File: src/design/dcls_pkg.sv
// Shared constants, types and tables for the DRAM CAS latency select block.
`default_nettype none
package dcls_pkg;

   // Field widths
   localparam int MaskWidth  = 8;
   localparam int CycleWidth = 8;
   localparam int BusWidth   = 10;
   localparam int CodeWidth  = 3;
   localparam int StatWidth  = 2;
   localparam int BitIdxWidth = $clog2(MaskWidth);

   // Timing decode constants
   localparam logic [17:0] SpeedDividend = 18'd20000;
   localparam logic [MaskWidth-1:0] EmptyMask = 8'hFF;
   localparam logic [3:0] NibbleMask = 4'hF;
   localparam logic [BusWidth-1:0] BusSpeedReset = 10'd400;

   // Result status codes
   localparam logic [StatWidth-1:0] StatusOk       = 2'd0;
   localparam logic [StatWidth-1:0] StatusNoSlot   = 2'd1;
   localparam logic [StatWidth-1:0] StatusNoCommon = 2'd2;

   typedef logic [MaskWidth-1:0] mask_type;

   // Lane result handed to the merge stage
   typedef struct packed {
      mask_type map0;
      mask_type map1;
   } lane_pair_type;

   // Result beat contents
   typedef struct packed {
      logic [CodeWidth-1:0] cas_code;
      logic [StatWidth-1:0] status;
   } result_type;

   // Controller CAS field value for each latency bit position
   function automatic logic [CodeWidth-1:0] cas_lookup(input logic [BitIdxWidth-1:0] idx);
      logic [CodeWidth-1:0] code;
      case (idx)
         3'd0:    code = 3'd5;
         3'd1:    code = 3'd5;
         3'd2:    code = 3'd2;
         3'd3:    code = 3'd6;
         3'd4:    code = 3'd3;
         3'd5:    code = 3'd7;
         3'd6:    code = 3'd4;
         default: code = 3'd0;
      endcase
      return code;
   endfunction

endpackage
`default_nettype wire

File: src/design/dcls_intf.sv
// Request and response channel interfaces for the DRAM CAS latency select block.
`default_nettype none
interface dcls_req_if;
   logic                               valid;
   logic                               ready;
   logic [dcls_pkg::MaskWidth-1:0]     slot0_cas_mask;
   logic [dcls_pkg::CycleWidth-1:0]    slot0_cycle_half;
   logic [dcls_pkg::CycleWidth-1:0]    slot0_cycle_one;
   logic [dcls_pkg::MaskWidth-1:0]     slot1_cas_mask;
   logic [dcls_pkg::CycleWidth-1:0]    slot1_cycle_half;
   logic [dcls_pkg::CycleWidth-1:0]    slot1_cycle_one;

   modport source (
      output valid, slot0_cas_mask, slot0_cycle_half, slot0_cycle_one,
             slot1_cas_mask, slot1_cycle_half, slot1_cycle_one,
      input  ready
   );
   modport sink (
      input  valid, slot0_cas_mask, slot0_cycle_half, slot0_cycle_one,
             slot1_cas_mask, slot1_cycle_half, slot1_cycle_one,
      output ready
   );
endinterface

interface dcls_rsp_if;
   logic                               valid;
   logic                               ready;
   logic [dcls_pkg::CodeWidth-1:0]     cas_code;
   logic [dcls_pkg::StatWidth-1:0]     status;

   modport source (output valid, cas_code, status, input ready);
   modport sink (input valid, cas_code, status, output ready);
endinterface
`default_nettype wire

File: src/design/dram_cas_latency_select_core.sv
// Top level of the DRAM CAS latency select block: two slot lanes, merge and output register.
// Throughput: one beat per cycle; the lane register and the output register form a
// two-stage pipeline that stalls only when the response side holds ready low.
// Reset (synchronous, active high) empties both stages and sets the bus speed to 400 MHz.
`default_nettype none
module dram_cas_latency_select_core (
   input  wire logic                          clock,
   input  wire logic                          reset,
   input  wire logic                          csr_wr_en,
   input  wire logic [dcls_pkg::BusWidth-1:0] csr_wr_data,
   dcls_req_if.sink                           req_if,
   dcls_rsp_if.source                         rsp_if
);

   logic [dcls_pkg::BusWidth-1:0] bus_speed_ff;
   logic                          lane_valid_ff;
   dcls_pkg::lane_pair_type       lane_ff;
   dcls_pkg::lane_pair_type       lane_in;
   logic                          out_valid_ff;
   dcls_pkg::result_type          out_ff;
   dcls_pkg::result_type          out_in;
   logic                          out_free;
   logic                          req_beat;

   // Bus speed register
   always_ff @(posedge clock) begin
      if (reset) begin
         bus_speed_ff <= dcls_pkg::BusSpeedReset;
      end else if (csr_wr_en) begin
         bus_speed_ff <= csr_wr_data;
      end
   end

   // Slot lanes
   dcls_lane u_lane0 (
      .cas_mask   (req_if.slot0_cas_mask),
      .cycle_half (req_if.slot0_cycle_half),
      .cycle_one  (req_if.slot0_cycle_one),
      .bus_speed  (bus_speed_ff),
      .slot_map   (lane_in.map0)
   );

   dcls_lane u_lane1 (
      .cas_mask   (req_if.slot1_cas_mask),
      .cycle_half (req_if.slot1_cycle_half),
      .cycle_one  (req_if.slot1_cycle_one),
      .bus_speed  (bus_speed_ff),
      .slot_map   (lane_in.map1)
   );

   // Handshake: advance whenever the lane stage is empty or the output stage can take a beat
   assign out_free     = !out_valid_ff || rsp_if.ready;
   assign req_if.ready = !lane_valid_ff || out_free;
   assign req_beat     = req_if.valid && req_if.ready;

   // Lane stage register
   always_ff @(posedge clock) begin
      if (reset) begin
         lane_valid_ff <= 1'b0;
      end else if (req_if.ready) begin
         lane_valid_ff <= req_if.valid;
      end
   end

   always_ff @(posedge clock) begin
      if (req_beat) begin
         lane_ff <= lane_in;
      end
   end

   // Merge lanes
   dcls_merge u_merge (
      .lanes  (lane_ff),
      .result (out_in)
   );

   // Output register
   always_ff @(posedge clock) begin
      if (reset) begin
         out_valid_ff <= 1'b0;
      end else if (out_free) begin
         out_valid_ff <= lane_valid_ff;
      end
   end

   always_ff @(posedge clock) begin
      if (out_free && lane_valid_ff) begin
         out_ff <= out_in;
      end
   end

   assign rsp_if.valid    = out_valid_ff;
   assign rsp_if.cas_code = out_ff.cas_code;
   assign rsp_if.status   = out_ff.status;

endmodule
`default_nettype wire

File: src/design/dcls_lane.sv
// One slot lane: timing check against the bus speed and trimming of the CAS bitmap.
`default_nettype none
module dcls_lane (
   input  wire logic [dcls_pkg::MaskWidth-1:0]  cas_mask,
   input  wire logic [dcls_pkg::CycleWidth-1:0] cycle_half,
   input  wire logic [dcls_pkg::CycleWidth-1:0] cycle_one,
   input  wire logic [dcls_pkg::BusWidth-1:0]   bus_speed,
   output dcls_pkg::mask_type                   slot_map
);

   // Speed 20000/denom meets the bus exactly when bus*denom <= 20000
   function automatic logic timing_meets(input logic [dcls_pkg::CycleWidth-1:0] cyc,
                                         input logic [dcls_pkg::BusWidth-1:0] bus);
      logic [7:0]  denom;
      logic [17:0] prod;
      denom = 8'({4'd0, cyc[7:4] & dcls_pkg::NibbleMask}) * 8'd10
            + 8'({4'd0, cyc[3:0] & dcls_pkg::NibbleMask});
      prod  = 18'(denom) * 18'(bus);
      return (cyc != '0) && (denom != '0) && (prod <= dcls_pkg::SpeedDividend);
   endfunction

   logic                                 half_ok;
   logic                                 one_ok;
   logic [1:0]                           shift;
   logic [dcls_pkg::BitIdxWidth-1:0]     top;
   logic                                 empty;

   // Pick how many low-latency bits the timings allow
   always_comb begin
      half_ok = timing_meets(cycle_half, bus_speed);
      one_ok  = timing_meets(cycle_one, bus_speed);
      if (half_ok && one_ok) begin
         shift = 2'd2;
      end else if (half_ok) begin
         shift = 2'd1;
      end else begin
         shift = 2'd0;
      end
   end

   // Find the highest supported latency bit
   always_comb begin
      top = '0;
      for (int i = 0; i < dcls_pkg::MaskWidth; i++) begin
         if (cas_mask[i]) begin
            top = dcls_pkg::BitIdxWidth'(i);
         end
      end
   end

   // Keep bits at or above top minus shift; drop empty slots
   always_comb begin
      empty = (cas_mask == dcls_pkg::EmptyMask) || (cas_mask == '0);
      if (empty) begin
         slot_map = '0;
      end else if ({1'b0, top} >= {2'b0, shift}) begin
         slot_map = cas_mask & (dcls_pkg::EmptyMask << (top - dcls_pkg::BitIdxWidth'(shift)));
      end else begin
         slot_map = cas_mask;
      end
   end

endmodule
`default_nettype wire

File: src/design/dcls_merge.sv
// Merge stage: intersect the slot bitmaps, or take the one non-empty bitmap, and map its lowest set bit to a CAS code.
`default_nettype none
module dcls_merge (
   input  wire dcls_pkg::lane_pair_type lanes,
   output dcls_pkg::result_type         result
);

   dcls_pkg::mask_type               pick;
   logic [dcls_pkg::BitIdxWidth-1:0] low;

   // Choose the bitmap that decides
   always_comb begin
      if (lanes.map0 == '0) begin
         pick = lanes.map1;
      end else if (lanes.map1 == '0) begin
         pick = lanes.map0;
      end else begin
         pick = lanes.map0 & lanes.map1;
      end
   end

   // Find the lowest set bit, top position when none
   always_comb begin
      low = dcls_pkg::BitIdxWidth'(dcls_pkg::MaskWidth - 1);
      for (int i = dcls_pkg::MaskWidth - 1; i >= 0; i--) begin
         if (pick[i]) begin
            low = dcls_pkg::BitIdxWidth'(i);
         end
      end
   end

   // Build code and status
   always_comb begin
      if ((lanes.map0 == '0) && (lanes.map1 == '0)) begin
         result.cas_code = '0;
         result.status   = dcls_pkg::StatusNoSlot;
      end else if (pick == '0) begin
         result.cas_code = '0;
         result.status   = dcls_pkg::StatusNoCommon;
      end else begin
         result.cas_code = dcls_pkg::cas_lookup(low);
         result.status   = dcls_pkg::StatusOk;
      end
   end

endmodule
`default_nettype wire

File: src/flat_wrapper.sv
// flat-port wrapper written by rule: the top's interface ports become plain ports
module dram_cas_latency_select_core_flat 
  (clock, reset, csr_wr_en, csr_wr_data, req_if_valid, req_if_slot0_cas_mask, req_if_slot0_cycle_half, req_if_slot0_cycle_one, req_if_slot1_cas_mask, req_if_slot1_cycle_half, req_if_slot1_cycle_one, req_if_ready, rsp_if_valid, rsp_if_cas_code, rsp_if_status, rsp_if_ready);
  dcls_req_if req_if_i ();
  dcls_rsp_if rsp_if_i ();
  input  wire logic clock;
  input  wire logic reset;
  input  wire logic csr_wr_en;
  input  wire logic [dcls_pkg::BusWidth-1:0] csr_wr_data;
  input wire logic [$bits(req_if_i.valid)-1:0] req_if_valid;
  input wire logic [$bits(req_if_i.slot0_cas_mask)-1:0] req_if_slot0_cas_mask;
  input wire logic [$bits(req_if_i.slot0_cycle_half)-1:0] req_if_slot0_cycle_half;
  input wire logic [$bits(req_if_i.slot0_cycle_one)-1:0] req_if_slot0_cycle_one;
  input wire logic [$bits(req_if_i.slot1_cas_mask)-1:0] req_if_slot1_cas_mask;
  input wire logic [$bits(req_if_i.slot1_cycle_half)-1:0] req_if_slot1_cycle_half;
  input wire logic [$bits(req_if_i.slot1_cycle_one)-1:0] req_if_slot1_cycle_one;
  output wire logic [$bits(req_if_i.ready)-1:0] req_if_ready;
  output wire logic [$bits(rsp_if_i.valid)-1:0] rsp_if_valid;
  output wire logic [$bits(rsp_if_i.cas_code)-1:0] rsp_if_cas_code;
  output wire logic [$bits(rsp_if_i.status)-1:0] rsp_if_status;
  input wire logic [$bits(rsp_if_i.ready)-1:0] rsp_if_ready;
  assign req_if_i.valid = req_if_valid;
  assign req_if_i.slot0_cas_mask = req_if_slot0_cas_mask;
  assign req_if_i.slot0_cycle_half = req_if_slot0_cycle_half;
  assign req_if_i.slot0_cycle_one = req_if_slot0_cycle_one;
  assign req_if_i.slot1_cas_mask = req_if_slot1_cas_mask;
  assign req_if_i.slot1_cycle_half = req_if_slot1_cycle_half;
  assign req_if_i.slot1_cycle_one = req_if_slot1_cycle_one;
  assign req_if_ready = req_if_i.ready;
  assign rsp_if_valid = rsp_if_i.valid;
  assign rsp_if_cas_code = rsp_if_i.cas_code;
  assign rsp_if_status = rsp_if_i.status;
  assign rsp_if_i.ready = rsp_if_ready;
  dram_cas_latency_select_core u_core (.clock(clock), .reset(reset), .csr_wr_en(csr_wr_en), .csr_wr_data(csr_wr_data), .req_if(req_if_i), .rsp_if(rsp_if_i));
endmodule
File: config.mk
export PLATFORM = sky130hd
export DESIGN_NAME = dram_cas_latency_select_core_flat
export DESIGN_NICKNAME = d
export VERILOG_FILES = /design/src/design/dcls_pkg.sv /design/src/design/dcls_intf.sv /design/src/design/dram_cas_latency_select_core.sv /design/src/design/dcls_lane.sv /design/src/design/dcls_merge.sv /design/src/flat_wrapper.sv
export SDC_FILE = /design/constraint.sdc
export NUM_CORES = 1
export LEC_CHECK = 0
export BUFFER_PORTS_ARGS = -buffer_cell sky130_fd_sc_hd__buf_4
export CAP_MARGIN = 5
export CORE_MARGIN = 2
export CORE_UTILIZATION = 28
export DETAILED_ROUTE_END_ITERATION = 10
export PLACE_DENSITY = 0.51
export SLEW_MARGIN = 15
export SYNTH_ARGS = -nofsm -noshare
export SYNTH_HDL_FRONTEND = slang
export SYNTH_HIERARCHICAL = 1
export SYNTH_SLANG_ARGS = --single-unit
File: constraint.sdc
create_clock -name clock -period 7.94 [get_ports clock]
set_input_delay 0.397 -clock clock [delete_from_list [all_inputs] [get_ports clock]]
set_output_delay 0.397 -clock clock [all_outputs]
set_load 0.1 [all_outputs]
==> results of run 1 <==
==> power by group <==
part           internal, mW  switching, mW  total [mW]
clock network         0.147         0.0769       0.224
registers             0.246         0.0522       0.298
logic                  2.60           2.80        5.40
==> layout make-up <==
cell class	count	area [um^2]	share of cell area
sequential	33	871	0.0519
multi-input combinational	1275	12300	0.732
timing repair buffer	206	1550	0.0924
clock buffer	6	129	0.00768
tap	672	841	0.0501
inverter	284	1070	0.0635
clock inverter	2	33.8	0.00201
==> state kept, by name, indices dropped and copies added (netlist names) <==
| name | count |
|---|---|
| u_core/rsp_if.cas_code | 3 |
| u_core/lane_valid_ff | 1 |
| u_core/bus_speed_ff | 10 |
| u_core/lane_ff | 16 |
| u_core/rsp_if.status | 2 |
| u_core/rsp_if.valid | 1 |
==> timing repair <==
| item | CTS | global route |
|---|---|---|
| setup endpoints to repair | 12 | 14 |
| resized for setup | 6 | 60 |
| pin swaps | 2 | 17 |
| buffers inserted | 0 | 5 |
==> kinds of logic (layout without fill, tap and decap cells) <==
group           Yosys count  after routing  share of synthesized area
compound gates          245            245                      0.120
buf+inv                 340            498                     0.0913
simple gates            567            567                      0.226
flops                    33             33                     0.0618
xor+xnor                 62             62                     0.0391
fa+ha+maj               386            386                      0.450
mux                      15             15                     0.0117
==> cells in the mapped netlist, types with 4 or more instances <==
| library cell | count |
|---|---|
| a211oi_1 | 11 |
| a21o_1 | 25 |
| a21oi_1 | 79 |
| a221oi_1 | 4 |
| a31oi_1 | 4 |
| and2_1 | 201 |
| clkbuf_1 | 52 |
| dfxtp_1 | 12 |
| edfxtp_1 | 21 |
| fa_1 | 202 |
| ha_1 | 184 |
| inv_1 | 284 |
| mux2i_1 | 12 |
| nand2_1 | 114 |
| nand2b_1 | 19 |
| nand3_1 | 13 |
| nand3b_1 | 6 |
| nand4_1 | 11 |
| nor2_1 | 63 |
| nor2b_1 | 64 |
| nor3_1 | 14 |
| nor3b_1 | 4 |
| nor4_1 | 18 |
| nor4b_1 | 5 |
| o211a_1 | 5 |
| o211ai_1 | 7 |
| o21a_1 | 5 |
| o21ai_0 | 28 |
| o21bai_1 | 6 |
| o221ai_1 | 5 |
| o22ai_1 | 4 |
| o311a_1 | 4 |
| o31ai_1 | 9 |
| or2_2 | 5 |
| or3_1 | 5 |
| or4_1 | 5 |
| xnor2_1 | 36 |
| xor2_1 | 25 |
==> worst max-delay path by stage <==
stage | to | start | slack (ps)
6_report | u_core/lane_ff[14]$_DFFE_PP_ | req_if_slot0_cycle_half[5] | 260
5_1_grt | u_core/lane_ff[14]$_DFFE_PP_ | req_if_slot0_cycle_half[5] | -20
4_1_cts | u_core/lane_ff[14]$_DFFE_PP_ | req_if_slot0_cycle_half[5] | 3
3_5_place_dp | u_core/lane_ff[5]$_DFFE_PP_ | req_if_slot1_cycle_one[5] | -440
3_3_place_gp | u_core/lane_ff[5]$_DFFE_PP_ | req_if_slot1_cycle_one[5] | -410
2_1_floorplan | u_core/lane_ff[14]$_DFFE_PP_ | req_if_slot0_cycle_half[5] | 60
==> cell usage in the layout (no fill, tap or decap), types with 7 or more instances in the layout <==
master / count
inv_1: 284
buf_4: 205
and2_1: 201
fa_1: 200
ha_1: 173
nand2_1: 111
a21oi_1: 75
nor2_1: 63
nor2b_1: 63
xnor2_1: 34
o21ai_0: 26
a21o_1: 25
xor2_1: 24
edfxtp_1: 21
nand2b_1: 18
nor4_1: 15
nand3_1: 13
mux2i_1: 12
dfxtp_1: 12
nand4_1: 11
nor3_1: 11
a211oi_1: 8
o31ai_1: 8
o211ai_1: 7
==> stage by stage <==
| stage | cells | utilization | worst slack, ps | setup TNS (ps) |
|---|---|---|---|---|
| after floorplan | 1648 | - | 57.5 | 0 |
| after global placement | 2465 | 0.325 | -409 | -4400 |
| after detailed placement | 2465 | 0.325 | -444 | -4950 |
| after CTS | 2473 | 0.329 | 2.57 | 0 |
| after global routing | 2478 | 0.336 | -21.9 | -59.7 |
| final | 2478 | 0.336 | 258 | 0 |
==> per-layer routing <==
metal,global-route usage,up-vias,part of all wire
li1,-,5680,-
met1,0.183,5631,0.48
met2,0.239,182,0.47
met3,0.0237,42,0.037
met4,0.0233,2,0.016
met5,0,-,0.00026
==> key figures, run 1 <==
Drt
  – Drc violations: 0
  – First-pass DRT Iterations: 5
  – Routed vias: 11500
  – Vias per cell: 4.66
  – Post-DRT Antenna Nets: 0
  – Initial DRC count: 477
  – WL/cell: 14.2 um
  – DRT Wirelength: 35.1 mm

Worst setup path
  – WP data required: 7980 ps
  – Setup crit end kind: register
  – CP Launch Type: input port
  – Most frequent CP cell: fa_1
  – CP bufs+invs: 4
  – Reg2Reg Launch Point: u_core/bus_speed_ff[0]$_SDFFE_PP0P_
  – R2R Path End: u_core/lane_ff[14]$_DFFE_PP_
  – Top delay family on crit path: adder cells
  – Crit path DAT: 7720 ps
  – Crit-path max cell delay: 640 ps
  – Critical path class: in -> reg
  – Worst-path cell with the longest stage delay: or4b_2
  – R2R cell count: 21
  – Crit Path Max Fanout: 6
  – Internal reg-to-reg setup slack: 1260 ps
  – Cell depth of the worst setup path: 27

Final layout
  – Layout area overhead: 19.1%
  – Fin area: 16800 um^2
  – Share of layout cells above drive strength 1: 0.165
  – Inserted Diodes: 0
  – Final Net Count: 2254
  – Layout fillers: 5194

Timing
  – Layout Skew: 6.43 ps
  – Worst slew pin tran: 970 ps
  – Final Hold Fails: 0
  – Crit path time final: 7680 ps
  – Max Fclk: 130 MHz
  – Final period util: 0.968
  – Number of setup violations in the final report: 0
  – Hold Worst Slack: 320 ps
  – Final slew viol count: 0
  – Relative slew slack: 0.349

Die
  – Number of I/O pins: 70
  – Core area: 50000 um^2
  – DIE HEIGHT: 228 um
  – FP Rows: 82
  – Die area: 52100 um^2
  – Die Wd: 228 um
  – Starting density of the core: 0.282

Power and ir drop
  – Leak pwr: 8.18 nW
  – Overall Power: 5.92 mW
  – PwrDens: 353 nW/um^2
  – Max VDD drop: 187 uV

Yosys
  – Syn. warnings: 6
  – Top cell type's share of synthesized area: 0.287
  – Synth async-reset ratio: 0
  – Sequential fraction of the synthesis area: 0.0618
  – #FFs+latches synth: 33
  – Post-synth EDFFs: 21
  – Distinct cells, synth: 85
  – Mapped Cells: 1648
  – Mapped Avg Cell Area: 8.55 um^2
  – Synth Flop Type: edfxtp_1
  – Synth area leader: fa_1
  – Synthesized area: 14100 um^2
  – Syn_nets: 2097
  – Area contributors post-synth: fa_1 (29%), ha_1 (16%), and2_1 (8.9%)

Global route
  – Total gr overflow: 0
  – Vias in the first global route: 12300
  – First-pass GRT wire length: 60.5 mm
  – Largest net degree at the start of global routing: 33
  – Initial antenna violation count: 1
  – Gr usage total: 0.138

Clock tree
  – CTS H-Tree Depth: 2
  – Clock transition at path regs: 60 ps
  – Total CTS buffers: 5
  – Clock Latency Late Sink: 290 ps
  – Hold_buf cts: 0
  – CTS Root Cell: clkbuf_16
  – CTS Buffer Depth: 2
  – Clock sinks: 33
  – CTS tree: done

Placed design
  – Gpl congestion: 0.854
  – Dpl cell area: 16200 um^2
  – Post-DP HPWL: 28.6 mm
  – Port Buf Inserts: 69

Run status
  – Status: finished clean

Hold path
  – Hold Crit Start: csr_wr_data[4]
  – Hold Crit Endpoint: u_core/bus_speed_ff[4]$_SDFFE_PP1P_
  – Hold Path Cell Cnt: 2
  – Min-Delay Path Class: in -> reg

Flow run
  – Number of max-cap violations: 0
Power figures use the tool's default switching activity.
==> run 2: changes to the inputs <==
==> constraint.sdc (replaced) <==
create_clock -name clock -period 6.45 [get_ports clock]
set_input_delay 0.3225 -clock clock [delete_from_list [all_inputs] [get_ports clock]]
set_output_delay 0.3225 -clock clock [all_outputs]
set_load 0.05 [all_outputs]
==> key figures, run 2 (synthesis gave the netlist of run 1 again) <==
Timing
  – Crit path time final: 7310 ps
  – Relative slew slack: 0.430 (+0.0810)
  – Final slew viol count: 0 (unchanged)
  – TNS Setup: -10860 ps (-10860 ps)
  – RSZ-0062 raised after global routing: true
  – Max Fclk: 137 MHz
  – Worst slew pin tran: 849 ps (-121 ps)
  – Final Hold Fails: 0 (unchanged)
  – Final WS setup: -858 ps (-1120 ps)
  – Number of setup violations in the final report: 14 (+14)
  – Layout Skew: 9.57 ps (+3.14 ps)
  – Final period util: 1.13

Power and ir drop
  – Gate power share: 0.928 (+0.016)
  – Switching part of the total: 0.474 (-0.0195)
  – Max VDD drop: 245 uV (+31%)
  – Reg power frac: 0.041 (-0.009)
  – Int Power: 4.66 mW (+56%)
  – PwrDens: 478 nW/um^2 (+35%)
  – Psw: 4.21 mW (+44%)
  – Leak pwr: 9.04 nW (+10%)
  – Clock power frac: 0.032 (-0.006)

Drt
  – WL/cell: 14.2 um (+0.25%)
  – Drc violations: 0 (unchanged)
  – Routed vias: 12100 (+4.8%)
  – Initial DRC count: 395 (-17%)
  – Vias per cell: 4.62 (-0.77%)
  – Post-DRT Antenna Nets: 0 (unchanged)
  – DRT Wirelength: 37.1 mm (+5.8%)
  – First-pass DRT Iterations: 4 (-1)

Flow run
  – Number of max-cap violations: 0 (unchanged)

Final layout
  – Multi-input gate area: 12900 um^2 (+4.9%)
  – Layout Cells excl Fill: 2616 (+5.6%)
  – Most frequent cells in the layout: buf_4 (320), inv_1 (275), fa_1 (200), and2_1 (190), ha_1 (155)
  – Share of layout cells above drive strength 1: 0.270 (+0.105)
  – Layout area overhead: 31.8%
  – Layout fillers: 5091 (-2.0%)
  – Final Net Count: 2392 (+6.1%)
  – Largest reg by FF count: u_core/lane_ff
  – Max FFs per register: 16 (unchanged)
  – Reg area: 871 um^2 (unchanged)
  – Inserted Diodes: 0 (unchanged)
  – Commonest non-fill, non-tap cell in the layout: buf_4

Clock tree
  – CTS tree: done
  – CTS Root Cell: clkbuf_16
  – Clock transition at path regs: 60 ps (about the same)
  – Total CTS buffers: 5 (unchanged)
  – CTS Buffer Depth: 2 (unchanged)
  – CTS H-Tree Depth: 2 (unchanged)
  – Clock Latency Late Sink: 290 ps (about the same)
  – Clock sinks: 33 (unchanged)

Hold path
  – Hold Crit Endpoint: u_core/bus_speed_ff[4]$_SDFFE_PP1P_
  – Min-Delay Path Class: in -> reg
  – Hold Crit Start: csr_wr_data[4]
  – Hold Path Cell Cnt: 2 (unchanged)

Worst setup path
  – Critical path class: in -> reg
  – Internal reg-to-reg setup slack: 90 ps (-1170 ps)
  – Most frequent CP cell: fa_1
  – Worst-path cell with the longest stage delay: fa_1
  – Crit-path max cell delay: 510 ps (-130 ps)
  – Crit Path Max Fanout: 6 (unchanged)
  – CP Launch Type: input port
  – Setup crit end kind: register
  – R2R Path End: u_core/lane_ff[14]$_DFFE_PP_
  – R2R cell count: 21 (unchanged)
  – Crit path DAT: 7340 ps (-380 ps)
  – WP data required: 6490 ps (-1490 ps)
  – Reg2Reg Launch Point: u_core/bus_speed_ff[2]$_SDFFE_PP0P_

Placed design
  – Post-DP HPWL: 30.8 mm (+7.6%)
  – Gpl congestion: 0.861 (+0.78%)
  – Inst Count DP: 2584 (+4.8%)
  – Port Buf Inserts: 69 (unchanged)

Die
  – DIE HEIGHT: 228 um (unchanged)
  – Die area: 52100 um^2 (unchanged)
  – Starting density of the core: 0.282 (unchanged)
  – Die Wd: 228 um (unchanged)
  – FP Rows: 82 (unchanged)
  – Number of I/O pins: 70 (unchanged)
  – Core area: 50000 um^2 (unchanged)

Global route
  – Largest net degree at the start of global routing: 33 (unchanged)
  – Initial antenna violation count: 0 (-1)
  – Total gr overflow: 0 (unchanged)
  – First-pass GRT wire length: 62.7 mm (+3.6%)
  – Gr usage total: 0.143 (+0.00484)
  – Vias in the first global route: 12800 (+4.4%)

Run status
  – Failing checks: negative setup slack
  – Status: finished with violations
## run 2: cell types whose count changed in the layout (fill, tap and decap cells not counted), sizes merged
cell	change
buf	+138
## run 2: power by group through the flow
stage / combinational (mW) / sequential, mW / clock [mW]
after global routing: 9.11 / 0.369 / 0.298
after detailed placement: 6.90 / 0.364 / 0
final: 8.23 / 0.360 / 0.282
after CTS: 7.86 / 0.360 / 0.288
after floorplan: 4.46 / 0.375 / 0
after global placement: 6.80 / 0.365 / 0
## run 2: how the worst max path moves through the flow
stage                          startpoint                           end  slack [ps]  depth (start not counted)
2_1_floorplan  req_if_slot0_cycle_half[5]  u_core/lane_ff[14]$_DFFE_PP_        -950                         29
3_3_place_gp    req_if_slot0_cycle_one[5]  u_core/lane_ff[14]$_DFFE_PP_       -1330                         30
3_5_place_dp   req_if_slot0_cycle_half[5]   u_core/lane_ff[9]$_DFFE_PP_       -1500                         30
4_1_cts         req_if_slot1_cycle_one[5]   u_core/lane_ff[5]$_DFFE_PP_        -810                         32
5_1_grt         req_if_slot1_cycle_one[5]   u_core/lane_ff[0]$_DFFE_PP_       -1140                         33
6_report        req_if_slot1_cycle_one[5]   u_core/lane_ff[5]$_DFFE_PP_        -860                         33
## run 2: cell type report
class | count | share of cell area
Multi-Input combinational cell | 1275 | 0.694
Tap cell | 672 | 0.0452
Sequential cell | 33 | 0.0469
Inverter | 284 | 0.0574
Timing Repair Buffer | 344 | 0.148
Clock buffer | 6 | 0.00694
Clock inverter | 2 | 0.00182
## run 2: layer usage
layer / track usage / vias up / wire, um
li1: - / 5966 / -
met1: 0.191 / 5950 / 17700
met2: 0.258 / 150 / 18300
met3: 0.0156 / 20 / 921
met4: 0.0125 / 0 / 225
met5: 0 / - / 0
## run 2: worst max-delay path, delay by kind of cell
kind	cells	cell delay [ps]
AOI/OAI and AO/OA	7	1190
xor gates and xnor gates	2	220
adders and majority gates	10	3660
buffers and inverters	6	500
and+or+nand+nor	8	1440
## run 2: through the flow
| step | utilization | area, um^2 | power (mW) | setup slack, ps | hold WS [ps] |
|---|---|---|---|---|---|
| floorplan | - | 14400 | 4.84 | -952 | 422 |
| global placement | 0.350 | 17500 | 7.17 | -1330 | 447 |
| detailed placement | 0.350 | 17500 | 7.26 | -1500 | 459 |
| CTS | 0.366 | 18300 | 8.50 | -814 | 238 |
| global route | 0.372 | 18600 | 9.78 | -1140 | 239 |
| finish | 0.372 | 18600 | 8.87 | -858 | 242 |
## run 2: what timing repair did
action / CTS / global route
hold buffers: 0 / 0
pin swaps: 76 / 45
setup endpoints to repair: 14 / 14
buffers inserted: 18 / 9
gates resized for setup: 103 / 49
endpoints found under the hold margin: 0 / 0
